===== config.mk =====
export PLATFORM = sky130hd
export DESIGN_NAME = multi_slot_timer_scheduler
export DESIGN_NICKNAME = d
export VERILOG_FILES = /design/src/design/msts_pkg.sv /design/src/design/multi_slot_timer_scheduler.sv /design/src/design/msts_sat_add.sv
export SDC_FILE = /design/constraint.sdc
export NUM_CORES = 2
export LEC_CHECK = 0
export ABC_AREA = 1
export BUFFER_PORTS_ARGS = -buffer_cell sky130_fd_sc_hd__buf_2
export CORE_MARGIN = 2
export CORE_UTILIZATION = 29
export CTS_CLUSTER_DIAMETER = 120
export DETAILED_ROUTE_END_ITERATION = 8
export PLACE_DENSITY = 0.46
export SETUP_SLACK_MARGIN = 0.4
export SKIP_CTS_REPAIR_TIMING = 1
export SYNTH_ARGS = -nofsm -noshare
export SYNTH_HDL_FRONTEND = slang
export SYNTH_SLANG_ARGS = --single-unit

===== constraint.sdc =====
create_clock -name clk_i -period 7.2 [get_ports clk_i]
set_clock_uncertainty 0.1 [all_clocks]
set_input_delay 0.72 -clock clk_i [delete_from_list [all_inputs] [get_ports clk_i]]
set_output_delay 0.72 -clock clk_i [all_outputs]
set_load 0.02 [all_outputs]

===== src/design/msts_pkg.sv =====
package msts_pkg;

  localparam int SLOTS     = 16;
  localparam int TIME_BITS = 32;
  localparam int SLOT_W    = $clog2(SLOTS);
  localparam int CNT_W     = 5;

  localparam logic [CNT_W-1:0] FLIGHT_MAX = 5'd31;
  localparam logic [CNT_W-1:0] MAX_FIRES  = 5'd16;

  // operations
  localparam logic [3:0] OP_START    = 4'd0;
  localparam logic [3:0] OP_STOP     = 4'd1;
  localparam logic [3:0] OP_ARM_ONCE = 4'd2;
  localparam logic [3:0] OP_ARM_PER  = 4'd3;
  localparam logic [3:0] OP_CANCEL   = 4'd4;
  localparam logic [3:0] OP_TICK     = 4'd5;
  localparam logic [3:0] OP_RUN_BEG  = 4'd6;
  localparam logic [3:0] OP_RUN_END  = 4'd7;
  localparam logic [3:0] OP_POST_REJ = 4'd8;

  // result kinds
  localparam logic [1:0] RK_ACK   = 2'd0;
  localparam logic [1:0] RK_FIRED = 2'd1;
  localparam logic [1:0] RK_ERROR = 2'd2;

  // status codes
  localparam logic [2:0] STS_OK         = 3'd0;
  localparam logic [2:0] STS_NOT_RUN    = 3'd1;
  localparam logic [2:0] STS_BAD_INTV   = 3'd2;
  localparam logic [2:0] STS_NO_SLOT    = 3'd3;
  localparam logic [2:0] STS_STARTED    = 3'd4;
  localparam logic [2:0] STS_CANCEL_ERR = 3'd5;

  // slot states
  localparam logic [2:0] SS_FREE      = 3'd0;
  localparam logic [2:0] SS_PENDING   = 3'd1;
  localparam logic [2:0] SS_SUBMITTED = 3'd2;
  localparam logic [2:0] SS_EXECUTING = 3'd3;
  localparam logic [2:0] SS_CANCELLED = 3'd4;

  // scheduler run states
  localparam logic [1:0] RS_CREATED  = 2'd0;
  localparam logic [1:0] RS_RUNNING  = 2'd1;
  localparam logic [1:0] RS_STOPPING = 2'd2;
  localparam logic [1:0] RS_STOPPED  = 2'd3;

endpackage


===== src/design/multi_slot_timer_scheduler.sv =====
// Timer-slot scheduler over 16 slots. Each word in carries an operation
// (start, stop, arm once, arm periodic, cancel, tick, run begin, run end,
// post rejected); each answers one or more result words, the final one
// flagged by last_o. Non-tick operations are resolved in the accept cycle
// and their single result lands in the output register. A tick while running
// walks the slot table with one shared compare unit, one slot per cycle,
// and each walk ends in a decision state that can wait on a stalled output.
// One walk is run per fired timer plus a final empty walk (skipped when the
// fire limit or the flight limit is reached), and when any timer fired a
// flush state then sends the final fired word.
// The first walk of a tick also frees due cancelled slots the executor no
// longer holds. Time and expiries saturate at all-ones.
// in_ready_o is low while a tick is being worked through.
module multi_slot_timer_scheduler
  import msts_pkg::*;
(
  input  logic        clk_i,
  input  logic        rst_ni,
  input  logic        in_valid_i,
  output logic        in_ready_o,
  input  logic [3:0]  operation_i,
  input  logic [31:0] duration_i,
  input  logic [3:0]  timer_id_i,
  output logic        out_valid_o,
  input  logic        out_ready_i,
  output logic [1:0]  result_kind_o,
  output logic [2:0]  status_o,
  output logic [3:0]  timer_id_res_o,
  output logic [4:0]  in_flight_count_o,
  output logic [1:0]  run_state_o,
  output logic        last_o
);

  localparam logic [1:0] F_IDLE  = 2'd0;
  localparam logic [1:0] F_SCAN  = 2'd1;
  localparam logic [1:0] F_DONE  = 2'd2;
  localparam logic [1:0] F_FLUSH = 2'd3;

  // slot table
  logic [2:0]           stat_q [SLOTS];
  logic [2:0]           stat_d [SLOTS];
  logic [SLOTS-1:0]     held_q, held_d;
  logic [TIME_BITS-1:0] expiry_q   [SLOTS];
  logic [TIME_BITS-1:0] interval_q [SLOTS];
  logic [SLOTS-1:0]     periodic_q;

  logic [TIME_BITS-1:0] now_q, now_d;
  logic [1:0]           sched_q, sched_d;
  logic [CNT_W-1:0]     flight_q, flight_d;

  // sequencer
  logic [1:0]           fsm_q, fsm_d;
  logic [SLOT_W-1:0]    idx_q, idx_d;
  logic                 first_q, first_d;
  logic                 found_q, found_d;
  logic [SLOT_W-1:0]    best_q, best_d;
  logic [TIME_BITS-1:0] best_exp_q, best_exp_d;
  logic [CNT_W-1:0]     fires_q, fires_d;
  logic                 have_prev_q, have_prev_d;
  logic [SLOT_W-1:0]    prev_id_q, prev_id_d;
  logic [CNT_W-1:0]     prev_flt_q, prev_flt_d;

  // expiry / interval write port
  logic                 exp_we, arm_we;
  logic [SLOT_W-1:0]    wr_idx;
  logic [TIME_BITS-1:0] wr_exp, wr_intv;
  logic                 wr_per;

  // output register
  logic       out_valid_q, out_load, out_free;
  logic [1:0] o_kind_q, o_kind_d;
  logic [2:0] o_sts_q, o_sts_d;
  logic [3:0] o_id_q, o_id_d;
  logic [4:0] o_flt_q, o_flt_d;
  logic [1:0] o_rs_q, o_rs_d;
  logic       o_last_q, o_last_d;

  logic                 in_fire;
  logic [TIME_BITS-1:0] add_b, add_sum, dur_t;
  logic                 free_found;
  logic [SLOT_W-1:0]    free_idx;
  logic                 id_valid;
  logic [SLOT_W-1:0]    s;
  logic                 periodic_op;
  logic                 due;
  logic [TIME_BITS-1:0] cur_exp;

  assign out_free   = !out_valid_q || out_ready_i;
  assign in_ready_o = (fsm_q == F_IDLE) && out_free;
  assign in_fire    = in_valid_i && in_ready_o;

  assign dur_t       = TIME_BITS'(duration_i);
  assign id_valid    = ({1'b0, timer_id_i} < 5'(SLOTS));
  assign s           = timer_id_i[SLOT_W-1:0];
  assign periodic_op = (operation_i == OP_ARM_PER);

  // shared saturating adder: arm, tick advance, periodic rearm
  always_comb begin
    case (operation_i)
      OP_TICK:    add_b = TIME_BITS'(1);
      OP_RUN_END: add_b = interval_q[s];
      default:    add_b = dur_t;
    endcase
  end

  msts_sat_add u_add (
    .a_i   (now_q),
    .b_i   (add_b),
    .sum_o (add_sum)
  );

  // lowest free slot
  always_comb begin
    free_found = 1'b0;
    free_idx   = '0;
    for (int i = SLOTS - 1; i >= 0; i--) begin
      if (stat_q[i] == SS_FREE) begin
        free_found = 1'b1;
        free_idx   = SLOT_W'(i);
      end
    end
  end

  // scan compare unit
  assign cur_exp = expiry_q[idx_q];
  assign due     = (cur_exp <= now_q);

  always_comb begin
    for (int i = 0; i < SLOTS; i++) stat_d[i] = stat_q[i];
    held_d      = held_q;
    now_d       = now_q;
    sched_d     = sched_q;
    flight_d    = flight_q;
    fsm_d       = fsm_q;
    idx_d       = idx_q;
    first_d     = first_q;
    found_d     = found_q;
    best_d      = best_q;
    best_exp_d  = best_exp_q;
    fires_d     = fires_q;
    have_prev_d = have_prev_q;
    prev_id_d   = prev_id_q;
    prev_flt_d  = prev_flt_q;
    exp_we      = 1'b0;
    arm_we      = 1'b0;
    wr_idx      = s;
    wr_exp      = add_sum;
    wr_intv     = dur_t;
    wr_per      = periodic_op;
    out_load    = 1'b0;
    o_kind_d    = RK_ACK;
    o_sts_d     = STS_OK;
    o_id_d      = '0;
    o_flt_d     = flight_q;
    o_rs_d      = sched_q;
    o_last_d    = 1'b1;

    case (fsm_q)
      F_IDLE: begin
        if (in_fire) begin
          out_load = 1'b1;
          case (operation_i)
            OP_START: begin
              if (sched_q == RS_CREATED) begin
                sched_d = RS_RUNNING;
              end else begin
                o_kind_d = RK_ERROR;
                o_sts_d  = STS_STARTED;
              end
            end
            OP_STOP: begin
              if (sched_q == RS_CREATED) begin
                sched_d = RS_STOPPED;
              end else if (sched_q == RS_RUNNING) begin
                sched_d = RS_STOPPING;
                for (int i = 0; i < SLOTS; i++)
                  if (stat_q[i] == SS_PENDING) stat_d[i] = SS_CANCELLED;
              end
            end
            OP_ARM_ONCE, OP_ARM_PER: begin
              if (periodic_op && duration_i == '0) begin
                o_kind_d = RK_ERROR;
                o_sts_d  = STS_BAD_INTV;
              end else if (sched_q != RS_RUNNING) begin
                o_kind_d = RK_ERROR;
                o_sts_d  = STS_NOT_RUN;
              end else if (!free_found) begin
                o_kind_d = RK_ERROR;
                o_sts_d  = STS_NO_SLOT;
              end else begin
                stat_d[free_idx] = SS_PENDING;
                held_d[free_idx] = 1'b0;
                exp_we   = 1'b1;
                arm_we   = 1'b1;
                wr_idx   = free_idx;
                wr_intv  = periodic_op ? dur_t : '0;
                o_id_d   = 4'(free_idx);
              end
            end
            OP_CANCEL: begin
              o_id_d = timer_id_i;
              if (!id_valid || stat_q[s] == SS_FREE || stat_q[s] == SS_CANCELLED) begin
                o_kind_d = RK_ERROR;
                o_sts_d  = STS_CANCEL_ERR;
              end else begin
                stat_d[s] = SS_CANCELLED;
              end
            end
            OP_TICK: begin
              now_d = add_sum;
              if (sched_q == RS_RUNNING) begin
                out_load    = 1'b0;
                fsm_d       = F_SCAN;
                idx_d       = '0;
                first_d     = 1'b1;
                found_d     = 1'b0;
                fires_d     = '0;
                have_prev_d = 1'b0;
              end
            end
            OP_RUN_BEG: begin
              o_id_d = timer_id_i;
              if (id_valid && held_q[s]) begin
                if (stat_q[s] == SS_SUBMITTED) begin
                  stat_d[s] = SS_EXECUTING;
                end else if (stat_q[s] == SS_CANCELLED) begin
                  stat_d[s] = SS_FREE;
                  held_d[s] = 1'b0;
                  if (flight_q != '0) flight_d = flight_q - 1'b1;
                end
              end
            end
            OP_RUN_END: begin
              o_id_d = timer_id_i;
              if (id_valid && held_q[s]) begin
                held_d[s] = 1'b0;
                if (flight_q != '0) flight_d = flight_q - 1'b1;
                if (stat_q[s] == SS_EXECUTING && periodic_q[s] && sched_q == RS_RUNNING) begin
                  stat_d[s] = SS_PENDING;
                  exp_we    = 1'b1;
                end else begin
                  stat_d[s] = SS_FREE;
                end
              end
            end
            OP_POST_REJ: begin
              o_id_d = timer_id_i;
              if (id_valid && held_q[s]) begin
                stat_d[s] = SS_FREE;
                held_d[s] = 1'b0;
                if (flight_q != '0) flight_d = flight_q - 1'b1;
              end
            end
            default: ;
          endcase
          // drained stop: clear the table
          if (sched_d == RS_STOPPING && flight_d == '0) begin
            sched_d = RS_STOPPED;
            for (int i = 0; i < SLOTS; i++) stat_d[i] = SS_FREE;
            held_d = '0;
          end
          if (sched_q != RS_STOPPING && sched_d == RS_STOPPED && operation_i == OP_STOP &&
              flight_q == '0) begin
            for (int i = 0; i < SLOTS; i++) stat_d[i] = SS_FREE;
            held_d = '0;
          end
          if (operation_i == OP_STOP && flight_q == '0) begin
            sched_d = RS_STOPPED;
            for (int i = 0; i < SLOTS; i++) stat_d[i] = SS_FREE;
            held_d = '0;
          end
          o_flt_d = flight_d;
          o_rs_d  = sched_d;
        end
      end

      F_SCAN: begin
        if (first_q && stat_q[idx_q] == SS_CANCELLED && !held_q[idx_q] && due)
          stat_d[idx_q] = SS_FREE;
        if (stat_q[idx_q] == SS_PENDING && due && (!found_q || cur_exp < best_exp_q)) begin
          found_d    = 1'b1;
          best_d     = idx_q;
          best_exp_d = cur_exp;
        end
        if (idx_q == SLOT_W'(SLOTS - 1)) begin
          fsm_d   = F_DONE;
          first_d = 1'b0;
        end else begin
          idx_d = idx_q + 1'b1;
        end
      end

      F_DONE: begin
        if (found_q && flight_q != FLIGHT_MAX) begin
          if (!have_prev_q || out_free) begin
            if (have_prev_q) begin
              out_load = 1'b1;
              o_kind_d = RK_FIRED;
              o_id_d   = 4'(prev_id_q);
              o_flt_d  = prev_flt_q;
              o_last_d = 1'b0;
            end
            stat_d[best_q] = SS_SUBMITTED;
            held_d[best_q] = 1'b1;
            flight_d    = flight_q + 1'b1;
            fires_d     = fires_q + 1'b1;
            have_prev_d = 1'b1;
            prev_id_d   = best_q;
            prev_flt_d  = flight_q + 1'b1;
            if (fires_d == MAX_FIRES || flight_d == FLIGHT_MAX) begin
              fsm_d = F_FLUSH;
            end else begin
              fsm_d   = F_SCAN;
              idx_d   = '0;
              found_d = 1'b0;
            end
          end
        end else if (have_prev_q) begin
          fsm_d = F_FLUSH;
        end else if (out_free) begin
          out_load = 1'b1;
          fsm_d    = F_IDLE;
        end
      end

      F_FLUSH: begin
        if (out_free) begin
          out_load    = 1'b1;
          o_kind_d    = RK_FIRED;
          o_id_d      = 4'(prev_id_q);
          o_flt_d     = prev_flt_q;
          have_prev_d = 1'b0;
          fsm_d       = F_IDLE;
        end
      end

      default: fsm_d = F_IDLE;
    endcase
  end

  always_ff @(posedge clk_i or negedge rst_ni) begin
    if (!rst_ni) begin
      for (int i = 0; i < SLOTS; i++) stat_q[i] <= SS_FREE;
      held_q      <= '0;
      now_q       <= '0;
      sched_q     <= RS_CREATED;
      flight_q    <= '0;
      fsm_q       <= F_IDLE;
      idx_q       <= '0;
      first_q     <= 1'b0;
      found_q     <= 1'b0;
      fires_q     <= '0;
      have_prev_q <= 1'b0;
      out_valid_q <= 1'b0;
    end else begin
      for (int i = 0; i < SLOTS; i++) stat_q[i] <= stat_d[i];
      held_q      <= held_d;
      now_q       <= now_d;
      sched_q     <= sched_d;
      flight_q    <= flight_d;
      fsm_q       <= fsm_d;
      idx_q       <= idx_d;
      first_q     <= first_d;
      found_q     <= found_d;
      fires_q     <= fires_d;
      have_prev_q <= have_prev_d;
      if (out_load)         out_valid_q <= 1'b1;
      else if (out_ready_i) out_valid_q <= 1'b0;
    end
  end

  // payload registers
  always_ff @(posedge clk_i) begin
    best_q     <= best_d;
    best_exp_q <= best_exp_d;
    prev_id_q  <= prev_id_d;
    prev_flt_q <= prev_flt_d;
    if (exp_we) expiry_q[wr_idx] <= wr_exp;
    if (arm_we) begin
      interval_q[wr_idx] <= wr_intv;
      periodic_q[wr_idx] <= wr_per;
    end
    if (out_load) begin
      o_kind_q <= o_kind_d;
      o_sts_q  <= o_sts_d;
      o_id_q   <= o_id_d;
      o_flt_q  <= o_flt_d;
      o_rs_q   <= o_rs_d;
      o_last_q <= o_last_d;
    end
  end

  assign out_valid_o       = out_valid_q;
  assign result_kind_o     = o_kind_q;
  assign status_o          = o_sts_q;
  assign timer_id_res_o    = o_id_q;
  assign in_flight_count_o = o_flt_q;
  assign run_state_o       = o_rs_q;
  assign last_o            = o_last_q;

endmodule


===== src/design/msts_sat_add.sv =====
module msts_sat_add
  import msts_pkg::*;
(
  input  logic [TIME_BITS-1:0] a_i,
  input  logic [TIME_BITS-1:0] b_i,
  output logic [TIME_BITS-1:0] sum_o
);

  logic [TIME_BITS:0] full;

  assign full  = {1'b0, a_i} + {1'b0, b_i};
  // clamp at the top of the time range
  assign sum_o = full[TIME_BITS] ? {TIME_BITS{1'b1}} : full[TIME_BITS-1:0];

endmodule


## Yosys cells after proc, flatten, opt, wreduce, memory -nomap -nowiden

Memories as Yosys holds them, arrays and structs flattened.
Cells that the tools add are included.

- Flip-flop bits (word level): 196
- Bits in writable memories: 1024
- Output and inout port bits: 19
- Memories: 2

Memory list:

| name | words | bits a word | read ports | clocked after memory_dff | write ports | RTL line | text |
|---|---|---|---|---|---|---|---|
| expiry_q | 16 | 32 | 1 | 0 | 1 | multi_slot_timer_scheduler.sv:43 | `logic [TIME_BITS-1:0] expiry_q [SLOTS];` |
| interval_q | 16 | 32 | 1 | 0 | 1 | multi_slot_timer_scheduler.sv:44 | `logic [TIME_BITS-1:0] interval_q [SLOTS];` |

- Add/subtract/negate cells: 5
- Magnitude comparators: 19
- Equal/unequal tests: 84
- Muxes and demuxes: 253
- Bitwise operators: 28
- Reduce and logical (&&, ||, !) cells: 93

Operators by type and width:

| kind | number |
|---|---|
| $mux W48 | 19 |
| $pmux W48 S6 | 1 |
| $reduce_and A17 Y1 | 16 |
| $mux W32 | 8 |
| $mux W16 | 13 |
| $mux W4 | 37 |
| $pmux W48 S3 | 1 |
| $and A32 B32 Y32 | 4 |
| $not A32 Y32 | 4 |
| $ne A6 B4 Y1 const B | 18 |
| $and A48 B48 Y48 | 2 |
| $not A48 Y48 | 2 |
| $mux W5 | 19 |
| $or A16 B16 Y16 | 5 |
| $mux W3 | 26 |
| $mux W1 | 66 |
| $pmux W32 S2 | 1 |
| $mux W2 | 29 |
| $ne A6 B6 Y1 const B | 9 |
| $eq A3 B1 Y1 const B | 17 |
| $logic_not A3 Y1 | 17 |
| $and A16 B16 Y16 | 3 |
| $demux W3 S4 | 4 |
| $not A16 Y16 | 3 |
| 64 further kinds | 158 |

## Depth between registers and ports, before layout

- Depth in word-level cells: 33
- Mapped depth: 27

## By module

From an unflattened synthesis, not the netlist that was laid out.

- Cell total of the unflattened synthesis: 5410
- Area total of the unflattened synthesis: 56775.7 um^2

By module, submodules not included:

| module | times used | cells an instance | area each (um^2) |
|---|---|---|---|
| multi_slot_timer_scheduler | 1 | 4835 | 53963.0 |
| msts_sat_add | 1 | 575 | 2812.7 |

## Worst setup path after synthesis

No wires, ideal clock.

- Kind: register -> register
- Start point: register idx_q[0]
- End point: register best_exp_q[0], enable pin
- Library setup time: 0.441 ns
- Data arrival time: 5.016 ns
- Data required time: 6.659 ns
- Path slack: 1.642 ns
- Cell stages (with the launch flop): 20
- Clock period less this slack: 5.558 ns
- Cell sequence: dfrtp_1 -> buf_2 -> inv_1 -> buf_2 -> clkbuf_1 -> clkbuf_1 -> clkbuf_1 -> nor2_1 -> o22ai_1 -> nand2_1 -> nand4_1 -> ha_1 -> inv_1 -> nor4_1 -> inv_1 -> nor4_1 -> nand4_1 -> a21oi_1 -> nand2_1 -> a21oi_1

- Elaborated cells on any way between the ends: 12
- Those cells by class: 2 x order compare; 1 x eq/ne; 3 x mux; 1 x bitwise; 4 x reduce/logical; 1 x memory

RTL lines:

| element | RTL line | text |
|---|---|---|
| from (decl) | multi_slot_timer_scheduler.sv:53 | `logic [SLOT_W-1:0] idx_q, idx_d;` |
| from (signal assigned) | multi_slot_timer_scheduler.sv:362 | `idx_q <= idx_d;` |
| $mem_v2 Z16 W32 (*) | - |  |
| net cur_exp[25] | multi_slot_timer_scheduler.sv:86 | `logic [TIME_BITS-1:0] cur_exp;` |
| $le A32 B32 Y1 or $lt A32 B32 Y1 (tied branches) | multi_slot_timer_scheduler.sv:126, multi_slot_timer_scheduler.sv:280 |  |
| $logic_and A1 B1 Y1 or $logic_or A1 B1 Y1 (tied branches) | multi_slot_timer_scheduler.sv:280 | `if (stat_q[idx_q] == SS_PENDING && due && (!found_q \|\| cur_exp < best_exp_q)) begin` |
| $logic_and A1 B1 Y1 (*) | multi_slot_timer_scheduler.sv:280 |  |
| $reduce_and A2 Y1 (no line) (*) | - |  |
| to (signal assigned) | multi_slot_timer_scheduler.sv:375 | `best_exp_q <= best_exp_d;` |
| to (decl) | multi_slot_timer_scheduler.sv:57 | `logic [TIME_BITS-1:0] best_exp_q, best_exp_d;` |

Mark *: on every way through the listed nets, which the timed path passes. The rest lies on a longest branch. The select of a mux whose other input is x is not followed.
A chain may end at the register's enable or synchronous reset.

## Worst setup path in the final report

- Start point: register idx_q[1]
- End point: register stat_q[45] (netlist bit)

- Elaborated cells on any way between the ends: 24
- Those cells by class: 3 x order compare; 2 x eq/ne; 9 x mux; 3 x bitwise; 6 x reduce/logical; 1 x memory

RTL lines:

| element | RTL line | text |
|---|---|---|
| $mem_v2 Z16 W32 | - |  |
| net cur_exp[30] | multi_slot_timer_scheduler.sv:86 |  |
| $le A32 B32 Y1 | multi_slot_timer_scheduler.sv:126 | `assign due = (cur_exp <= now_q);` |
| $logic_and A1 B1 Y1 | multi_slot_timer_scheduler.sv:278 | `if (first_q && stat_q[idx_q] == SS_CANCELLED && !held_q[idx_q] && due)` |
| $ne A2 B2 Y1 (no line) | - |  |
| $reduce_and A17 Y1 (no line) | - |  |
| to (decl) | multi_slot_timer_scheduler.sv:40 | `logic [2:0] stat_q [SLOTS];` |

The timed path passes the listed nets, and every way through them passes these cells. The select of a mux whose other input is x is not followed.

==> impl_metrics.csv <==
group,metric,value,unit
outcome,outcome,"complete, no violations",
floorplan,rows,160,
clock_tree,path_clk_slew,60,ps
final_layout,final_util,0.3364,
floorplan,dieArea,195800,µm²
clock_tree,cts.path.max_buffers,3,
synthesis,syn_area,55770,µm²
worst_setup_path,cp.required,7820,ps
global_route,gr-usage-all-layers,0.1936,
sta,final_hold_viol_count,0,
floorplan,top_level_ports,63,
synthesis,syn_nets,5302,
worst_hold_path,holdPathStages,6,
clock_tree,root_buffer,"clkbuf_16",
placement,io_buffers,62,
worst_setup_path,worstPathCellList,"inv_4 -> o21ai_0 -> o22ai_1 -> nand2_1 -> nand4_1 -> ha_1 -> nand4_1 -> nor4_1 -> inv_1 -> nor4_1 -> buf_4 -> nand4_1 -> buf_4 -> nand2_1 -> nand3_1 -> a21oi_1 -> buf_12 -> nand2_1 -> nor2_1 -> nand3_1 -> nor2_1 -> nand2_1 -> nand2_1",
final_layout,fin_nets,5375,
sta,setup_tns,0,ps
worst_setup_path,critPathMaxFanout,57,
sta,grt_setup_unrepaired,"no",
clock_tree,cts_tree,"yes",
worst_setup_path,cp.depth,23,
synthesis,syn_avg_cell_area,10.84,µm²
routing,drtPass1Iterations,6,
worst_setup_path,worstRegToRegCells,23,
routing,vias,41310,
power,vdd_drop_max,0.0002666,V
floorplan,die_h,442.5,µm
floorplan,core_area,190600,µm²
worst_setup_path,cp_slowest_stage_delay,700,ps
placement,globalplace.congestion,0.9338,
routing,totalWireLength,194400,µm
sta,worst_pin_slew,1276,ps
final_layout,layout_common_cells,"1102 x edfxtp_1, 898 x nand2_1, 499 x o21ai_0, 461 x nor2_1, 347 x inv_1",
synthesis,ys_seq_area_frac,0.6463,
global_route,grt.overflow.total,0,
final_layout,drive_above_1_share,0.09116,
final_layout,design_area,64110,µm²
synthesis,synth_top_cell_by_area,"edfxtp_1",
worst_setup_path,endpoint,"stat_q[45]",
clock_tree,htreeDepth,4,
worst_setup_path,startpoint,"idx_q[1]",
synthesis,async_flop_share,0.09672,
sta,period_share,0.8086,
routing,routed_via_density,5.266,
clock_tree,numCtsBuffers,137,
synthesis,ys_top_cells_by_area,"edfxtp_1 59%, nand2_1 6.1%, dfrtp_1 5.3%",
worst_setup_path,endpoint_kind,"flip-flop",
worst_setup_path,timing.rr.start,"idx_q[1]",
global_route,grt_max_degree,127,
final_layout,area_delta_synth_final,14.95,%
routing,wl_per_cell,24.78,µm
routing,drt_iter0_drc,4306,
sta,relSlewSlack,0.1413,
placement,place_worst_setup_slack,751.3,ps
synthesis,yosys.area.top_type_share,0.5933,
sta,min_period,5822,ps
worst_setup_path,critical_path_buf_inv_count,5,
worst_setup_path,cp_data_arrival_time,6440,ps
routing,ant_nets,0,
sta,fmax,171.8,MHz
sta,fin_ws,1378,ps
synthesis,ys_warn_count,0,
worst_setup_path,reg2reg_to,"stat_q[45]",
worst_setup_path,cp_common_cell,"nand2_1",
global_route,antenna_found_initial,4,
floorplan,dieWidth,442.5,µm
synthesis,synthFlopType,"edfxtp_1",
sta,setup_violations,0,
worst_hold_path,hold_path_class,"in2reg",
worst_setup_path,start_kind,"flip-flop",
synthesis,synth_seq_cells,1220,
worst_setup_path,critical-path-top-delay-family,"simple AND/OR/NAND/NOR gates",
worst_setup_path,r2r_slack,1380,ps
synthesis,synth_edf_count,1102,
clock_tree,worst_skew_pair.late_latency,800,ps
placement,dp_hpwl,116700,µm
power,leakagePower,22.75,nW
worst_setup_path,critical-path-slowest-cell,"nor4_1",
power,p_per_area,378.0,nW/µm²
flow_run,drv_cap,0,
clock_tree,cts_sinks,1220,
routing,drc,0,
global_route,grt_pass1_wl,281400,µm
placement,placed_area,59680,µm²
worst_setup_path,path_class,"reg2reg",
synthesis,netlist_instances,5145,
global_route,first_global_vias,39750,
synthesis,yosysUniqueCellTypes,55,
floorplan,start_util,0.2926,
final_layout,layout_commonest_cell,"edfxtp_1",
sta,drv_slew,0,
==> per-layer routing <==
metal / GRT usage / up-vias / wire length, µm
met5: 0 / - / 18
met4: 0.05996 / 2 / 5815
met3: 0.02518 / 314 / 11780
met2: 0.3121 / 1496 / 89910
met1: 0.2704 / 20650 / 86870
li1: - / 18850 / -
==> worst min path at each step <==
stage,start,endpoint
2_1_floorplan,rst_ni,fires_q[0]
3_3_place_gp,held_q[6],held_q[6]
3_5_place_dp,held_q[6],held_q[6]
4_1_cts,rst_ni,stat_q[0]
5_1_grt,out_ready_i,fsm_q[0]
6_report,out_ready_i,fsm_q[0]
==> registers in the layout, indices dropped and copies added, names as in the netlist, 5 cells and up <==
signal             count
held_q                16
expiry_q             512
in_flight_count_o      5
periodic_q            16
flight_q               5
interval_q           512
best_exp_q            32
stat_q                48
fires_q                5
now_q                 32
prev_flt_q             5
==> power by group <==
group / internal (mW) / switching, mW
Clock: 3.97 / 2.99
Sequential: 9.04 / 0.395
Combinational: 2.08 / 5.75
Total: 15.1 / 9.14
==> area by class of cell <==
| class | instances | area (µm²) |
|---|---|---|
| Multi-Input combinational cell | 3286 | 17520 |
| Fill cell | 19180 | 126500 |
| Tap cell | 2511 | 3142 |
| Sequential cell | 1220 | 36050 |
| Antenna cell | 2 | 5.005 |
| Clock buffer | 187 | 3784 |
| Clock inverter | 65 | 638.1 |
| Inverter | 370 | 1405 |
| Timing Repair Buffer | 203 | 1565 |
==> cells by family after synthesis <==
logic type,synth area share
buffers and inverters,0.04489
AO/OA/AOI/OAI,0.1430
XOR/XNOR,0.004397
AND/OR/NAND/NOR,0.1360
flip-flops,0.6463
adder cells (fa/ha/maj),0.02548
==> metrics by stage <==
| step | std cells | total power, mW | hold WS (ps) |
|---|---|---|---|
| after floorplan | 5145 | 14.36 | 324.4 |
| after global placement | 7589 | 17.35 | 369.1 |
| after detailed placement | 7589 | 17.40 | 374.9 |
| after CTS | 7841 | 24.39 | -114.0 |
| after global routing | 7842 | 25.52 | 386.1 |
| final | 7844 | 24.23 | 345.2 |
==> tightest hold or removal path, cell delays in order <==
cell,delay [ps]
buf_2,80
nor2_1,130
o21ai_0,110
nand2_1,60
nand2_1,50
nand2_1,40
==> cell usage after synthesis, types with 4 or more instances <==
library cell  count
edfxtp_1       1102
nand2_1         899
o21ai_0         501
nor2_1          498
inv_1           351
a21oi_1         300
a22oi_1         266
clkbuf_1        224
nand3_1         190
o22ai_1         173
dfrtp_1         118
ha_1            112
nand4_1          92
nor4_1           45
nor3_1           24
o31ai_1          19
o211ai_1         18
o221ai_1         18
xor2_1           18
a211oi_1         17
buf_1            14
buf_2            14
clkinv_1         14
nand3_2          14
buf_4            11
xnor2_1          10
buf_6             6
nor2_2            6
nor2_4            6
or2_2             6
o21ai_1           5
a21o_1            4
a221oi_1          4
a31oi_1           4
a32o_1            4
inv_2             4
nand2_2           4
o21a_1            4
No activity file was read; power rests on OpenSTA's default activity.
